==> src/rtl/core/bfsp_pkg.sv <==
`timescale 1ns / 1ps
// ----------------------------------------------------------------------------
// bfsp_pkg
// Shared types, command codes and saturating arithmetic for the shortest
// path engine.
// ----------------------------------------------------------------------------
package bfsp_pkg;

  localparam int VTX_W   = 4;
  localparam int CNT_W   = VTX_W + 1;
  localparam int CFG_W   = 5;
  localparam int WGT_W   = 16;
  localparam int DIST_W  = 32;

  localparam logic [1:0] CMD_ADD   = 2'd0;
  localparam logic [1:0] CMD_CLEAR = 2'd1;
  localparam logic [1:0] CMD_RUN   = 2'd2;

  localparam logic signed [DIST_W-1:0] DIST_MAX = {1'b0, {(DIST_W-1){1'b1}}};
  localparam logic signed [DIST_W-1:0] DIST_MIN = {1'b1, {(DIST_W-1){1'b0}}};

  typedef struct packed {
    logic [VTX_W-1:0]        tail;
    logic [VTX_W-1:0]        head;
    logic signed [WGT_W-1:0] weight;
  } edge_t;

  typedef struct packed {
    logic                     reach;
    logic signed [DIST_W-1:0] cost;
  } dist_t;

  typedef struct packed {
    logic             en;
    logic [VTX_W-1:0] addr;
    dist_t            data;
  } dist_wr_t;

  function automatic logic signed [DIST_W-1:0] sat_add(
    input logic signed [DIST_W-1:0] a,
    input logic signed [WGT_W-1:0]  w
  );
    logic signed [DIST_W:0] s;
    logic signed [DIST_W-1:0] r;
    s = {a[DIST_W-1], a} + {{(DIST_W+1-WGT_W){w[WGT_W-1]}}, w};
    if (s[DIST_W] != s[DIST_W-1]) begin
      r = s[DIST_W] ? DIST_MIN : DIST_MAX;
    end else begin
      r = s[DIST_W-1:0];
    end
    return r;
  endfunction

endpackage

==> src/rtl/core/bfsp_dist_mem.sv <==
`timescale 1ns / 1ps
// ----------------------------------------------------------------------------
// bfsp_dist_mem
// Per-vertex distance memory, two registered read ports and one write port.
// ----------------------------------------------------------------------------
module bfsp_dist_mem
  import bfsp_pkg::*;
#(
  parameter int DEPTH = 16,
  parameter int AW    = $clog2(DEPTH)
) (
  input  logic             clk,
  input  logic [VTX_W-1:0] rd_addr_a,
  input  logic [VTX_W-1:0] rd_addr_b,
  output dist_t            rd_data_a,
  output dist_t            rd_data_b,
  input  dist_wr_t         wr
);

  dist_t mem [DEPTH];
  dist_t rd_a_r;
  dist_t rd_b_r;

  assign rd_data_a = rd_a_r;
  assign rd_data_b = rd_b_r;

  always_ff @(posedge clk) begin
    rd_a_r <= mem[rd_addr_a[AW-1:0]];
    rd_b_r <= mem[rd_addr_b[AW-1:0]];
    if (wr.en) begin
      mem[wr.addr[AW-1:0]] <= wr.data;
    end
  end

endmodule

==> config.mk <==
export PLATFORM = sky130hd
export DESIGN_NAME = bfsp_dist_mem
export DESIGN_NICKNAME = d
export VERILOG_FILES = /design/src/rtl/core/bfsp_pkg.sv /design/src/rtl/core/bfsp_dist_mem.sv
export SDC_FILE = /design/constraint.sdc
export NUM_CORES = 1
export LEC_CHECK = 0
export CORE_MARGIN = 1
export CORE_UTILIZATION = 45
export DETAILED_ROUTE_END_ITERATION = 12
export DONT_BUFFER_PORTS = 1
export PLACE_DENSITY = 0.6
export SLEW_MARGIN = 5
export SYNTH_ARGS = -nofsm -noshare
export SYNTH_HDL_FRONTEND = slang
export SYNTH_SLANG_ARGS = --single-unit
==> constraint.sdc <==
create_clock -name clk -period 3.7 [get_ports clk]
set_clock_uncertainty 0.1 [all_clocks]
set_input_delay 0.37 -clock clk [delete_from_list [all_inputs] [get_ports clk]]
set_output_delay 0.37 -clock clk [all_outputs]
set_load 0.005 [all_outputs]
# Word level (Yosys, flattened, before mapping)
# Memory sizes are Yosys's and may differ from the RTL's. A register that Yosys moved wholly into a read port is not among the register bits.
# Index checks and enable logic that the tools add are counted.
[totals]
latchBits = 0
mem_bits_rw = 528
inputBits = 47
reg_bits = 0
mem_count = 1
romBits = 0
wordCells = 3
[mem_list]
columns = ["memory", "depth", "width", "rd", "rd_clocked_by_memory_dff", "write_ports", "line_no", "rtl"]
rows = [
  ["mem", 16, 33, 2, 2, 1, "bfsp_dist_mem.sv:20", "dist_t mem [DEPTH];"],
]
[op_classes]
mul = 0
mux = 2
n_addsub = 0
bitwise_logic = 0
n_eq_ne = 0
n_lt_le_gt_ge = 0
n_reduce_logical = 0
div = 0
shift = 0
[op_table]
columns = ["cell", "count"]
rows = [
  ["$mux 1", 2],
]

# Longest topological paths before layout
[logic_depth]
word_depth = 2
depth_mapped = 6
depth_no_buf = 3

# Least setup slack after synthesis
# No wires, ideal clock.
[synth_path]
kind = "input to register"
from = "input port wr[35] (netlist name)"
to = "memory mem[0][0] (netlist name) (enable)"
path_stages = 2
slack_ps = -20
arrival_time_ps = 3155
setup_ps = 465
path_cell_list = "or3b_2 -> nor3_1"
[synth_rtl]
columns = ["item", "line_no", "rtl"]
rows = [
  ["start, declared", "bfsp_dist_mem.sv:17", "input dist_wr_t wr"],
  ["end, declared", "bfsp_dist_mem.sv:20", ""],
]
# Straight into the memory's write port.

==> qor_table.md <==
| Group | Quantity | Reported |
|---|---|---|
| run status | Status | complete, no violations |
| layout | Most used cells in the layout excluding fill and tap cells | 528 x sky130_fd_sc_hd__edfxtp_1, 264 x sky130_fd_sc_hd__mux4_2, 132 x sky130_fd_sc_hd__a22oi_1 |
| place | Placement Setup Slack | 1.35 ns |
| layout | Final Non-Filler Cells | 2014 |
| cts | TritonCTS clock tree | yes |
| layout | Most common cell after layout, fill and taps aside | sky130_fd_sc_hd__edfxtp_1 |
| min path | Worst hold path depth | 3 |
| min path | Worst Hold Launch | rd_addr_b[0] |
| critical path | Register-to-Register Path Depth | 4 |
| cts | Clk buf depth | 3 |
| routing | Total wirelength of the detailed-routed design | 59000 um |
| cts | CTS sink cnt | 594 |
| critical path | Launching point of the worst reg2reg path | mem[14][5] |
| critical path | Kind of critical path | reg2reg |
| place | I/O Buffers | 0 |
| timing | Top achievable clock speed | 0.516 GHz |
| routing | Count of antenna-violating nets left after detailed routing | 0 |
| cts | Worst-skew pair later-pin latency | 0.63 ns |
| timing | Unrepaired setup endpoints after global routing | no |
| synthesis | Top cell type's share of synthesized area | 63.4% |
| synthesis | Sequential area share after synthesis | 68.7% |
| cts | Root Driver | sky130_fd_sc_hd__clkbuf_16 |
| place | Hpwl dp | 31300 um |
| critical path | Critical R2R Capture | rd_data_b[5] |
| synthesis | Net count after synthesis | 1224 |
| cts | H-tree levels | 2 |
| timing | Final hold viol count | 0 |
| critical path | Maximum net fanout on the critical path | 2 |
| routing | Met1 wire length | 25600 um |
| synthesis | Cell type with the largest total area after synthesis | sky130_fd_sc_hd__edfxtp_1 |
| min path | Worst Hold Class | in2reg |
| timing | Post-route minimum period | 1.94 ns |
| layout | Final instance area | 0.0283 sq mm |
| layout | Area Growth Syn to Fin | 13.0% |
| routing | Vias | 12461 |
| synthesis | Yosys cell types | 18 |
| pwr | Worst voltage drop across the vdd grid | 0.000382 V |
| routing | Top layer reached by signal wires | met4 |
| timing | Worst-margin pin slew | 1.09 ns |
| synthesis | Mean Syn Cell Area | 21.3 sq um |
| global route | Number of antenna violations at the first check in global routing | 1 |
| pwr | Static Leakage | 8.91 nW |
| min path | Worst hold endpoint | rd_data_b[8] |
| timing | Worst relative slew slack | 27.6% |
| place | Area post-placement | 0.0258 sq mm |
| floorplanning | Area of the die | 0.0565 sq mm |
| cts | CTS buffer count | 61 |
| floorplanning | Count of standard-cell rows | 86 |
| routing | Avg WL per Cell | 29.3 um |
| critical path | Required time at the worst-slack endpoint | 4.10 ns |
| layout | Final design utilization | 51.4% |
| layout | Number of nets at the end of the flow | 1260 |
| synthesis | Area of the mapped netlist | 0.0250 sq mm |
| synthesis | Area contributors post-synth | sky130_fd_sc_hd__edfxtp_1 63%, sky130_fd_sc_hd__mux4_2 24%, sky130_fd_sc_hd__dfxtp_1 5.3%, sky130_fd_sc_hd__a22oi_1 4.0%, sky130_fd_sc_hd__nand2_1 1.0% |
| critical path | Worst path arrival time | 2.33 ns |
| synthesis | Synthesized netlist cell count | 1177 |
| critical path | Worst setup EP type | flip-flop |
| timing | Final Worst Setup Slack | 1.76 ns |
| place | Routability Congestion | 0.727 |
| routing | Via density per instance | 6.19 |
| place | Total placed cells including tap cells | 1860 |
| layout | Fraction of final layout cells sized beyond drive strength 1 | 32.0% |
| floorplanning | Effective utilization at floorplan | 45.5% |
| global route | Vias in the first global route | 13134 |
| timing | Count of final setup violators | 0 |
| global route | Pin count of the biggest net entering global routing | 133 |
| global route | Total Routing Usage GR | 21.4% |
| pwr | Power per cell area | 514 mW/mm^2 |
| floorplanning | Floorplan core area | 0.0550 sq mm |
| timing | Final Slew Violations | 0 |
| timing | Period utilization | 52.4% |
| global route | Global-route wire length before repair | 87200 um |
| cts | Clock transition at the registers of the reported paths | 0.06 ns |
| routing | Length of routed met3 wiring | 4220 um |
| routing | Detailed route wirelength on metal2 | 27800 um |
| global route | Total congestion overflow | 0 |
| synthesis | Register bit total from synthesis | 594 |
| synthesis | Yosys warnings | 0 |
| critical path | Startpoint class of the critical path | flip-flop |
| routing | Initial DRC count | 1168 |
| timing | Post-route setup TNS | 0 ns |
| run | Number of max-cap violations | 0 |
| routing | TritonRoute pass-1 iters | 5 |
| critical path | Internal reg-to-reg setup slack | 1.76 ns |
| floorplanning | Die Span Y | 238 um |
| floorplanning | # IOs | 113 |
| routing | DR DRC count | 0 |
| floorplanning | Die Wd | 238 um |
==> critical path, stage by stage, from the launching register on <==
cell                            delay [ns]
sky130_fd_sc_hd__edfxtp_1             0.40
sky130_fd_sc_hd__mux4_2               0.46
sky130_fd_sc_hd__dlygate4sd3_1        0.58
sky130_fd_sc_hd__a22oi_1              0.19
sky130_fd_sc_hd__nand2_1              0.09
==> report_power, final <==
part	leakage (nW)	switching [mW]	internal, mW	total, mW
combinational	2.60	0.406	0.427	0.833
clock	0.982	2.51	3.59	6.10
sequential	5.33	0.0946	7.51	7.60
==> per-layer routing <==
layer / track usage [%] / up-vias
met3: 4.66 / 111
met2: 32.6 / 436
met1: 31.1 / 6723
met4: 6.20 / 0
li1: - / 5191
met5: 0 / -
==> synth_stat cells <==
library cell,number
sky130_fd_sc_hd__a22oi_1,132
sky130_fd_sc_hd__clkbuf_1,41
sky130_fd_sc_hd__edfxtp_1,528
sky130_fd_sc_hd__buf_6,16
sky130_fd_sc_hd__nand3b_1,2
sky130_fd_sc_hd__buf_2,26
sky130_fd_sc_hd__or3b_2,1
sky130_fd_sc_hd__buf_1,5
sky130_fd_sc_hd__nor3_1,4
sky130_fd_sc_hd__buf_4,2
sky130_fd_sc_hd__mux4_2,264
sky130_fd_sc_hd__nor2b_1,4
sky130_fd_sc_hd__nand2_1,67
sky130_fd_sc_hd__nor2_1,14
sky130_fd_sc_hd__dfxtp_1,66
sky130_fd_sc_hd__nand3_1,1
sky130_fd_sc_hd__nand2b_1,2
sky130_fd_sc_hd__and2_1,2
==> sequential cells by signal, summed over array words and instances (netlist names) <==
register / flops
mem: 528
rd_data_b: 33
rd_data_a: 33
==> how the worst max path moves through the flow <==
stage / start / endpoint / slack, ns / cells after the start
CTS: mem[14][5] / rd_data_b[5] / 1.84 / 4
finish: mem[14][5] / rd_data_b[5] / 1.76 / 4
floorplan: wr[35] / mem[8][0] / 0.28 / 2
global route: mem[14][5] / rd_data_b[5] / 1.72 / 4
detailed placement: wr[35] / mem[2][29] / 1.35 / 3
global placement: wr[35] / mem[2][29] / 1.39 / 3
==> per-stage QoR <==
stage                     power, mW  hold slack, ns
after global placement         8.43           0.370
after detailed placement       8.44           0.370
after global routing           15.0         0.00557
after floorplan                8.37           0.369
after CTS                      14.7         0.00182
final                          14.5          0.0163
==> kinds of logic (layout without fill, tap and decap cells) <==
family          Yosys count  in the layout  synth area share, %
buf+inv                  90            178                 1.99
flops                   594            594                 68.7
other cells               0              1                    0
compound gates          132            132                 3.96
mux                     264            264                 23.8
simple gates             97             97                 1.61
==> cell type report <==
| cell class | count | area (sq um) |
|---|---|---|
| Fill cell | 4324 | 26700 |
| Sequential cell | 594 | 17200 |
| Multi-Input combinational cell | 493 | 7500 |
| Clock buffer | 92 | 1780 |
| Tap cell | 748 | 936 |
| Timing Repair Buffer | 63 | 628 |
| Clock inverter | 23 | 239 |
| Antenna cell | 1 | 2.50 |
==> what timing repair did <==
item,4_1_cts,5_1_grt
buffers inserted,0,0
hold endpoints to repair,573,0
hold buffers,38,0
resized for setup,0,0
Note: power is estimated with default switching activity, not from simulation.
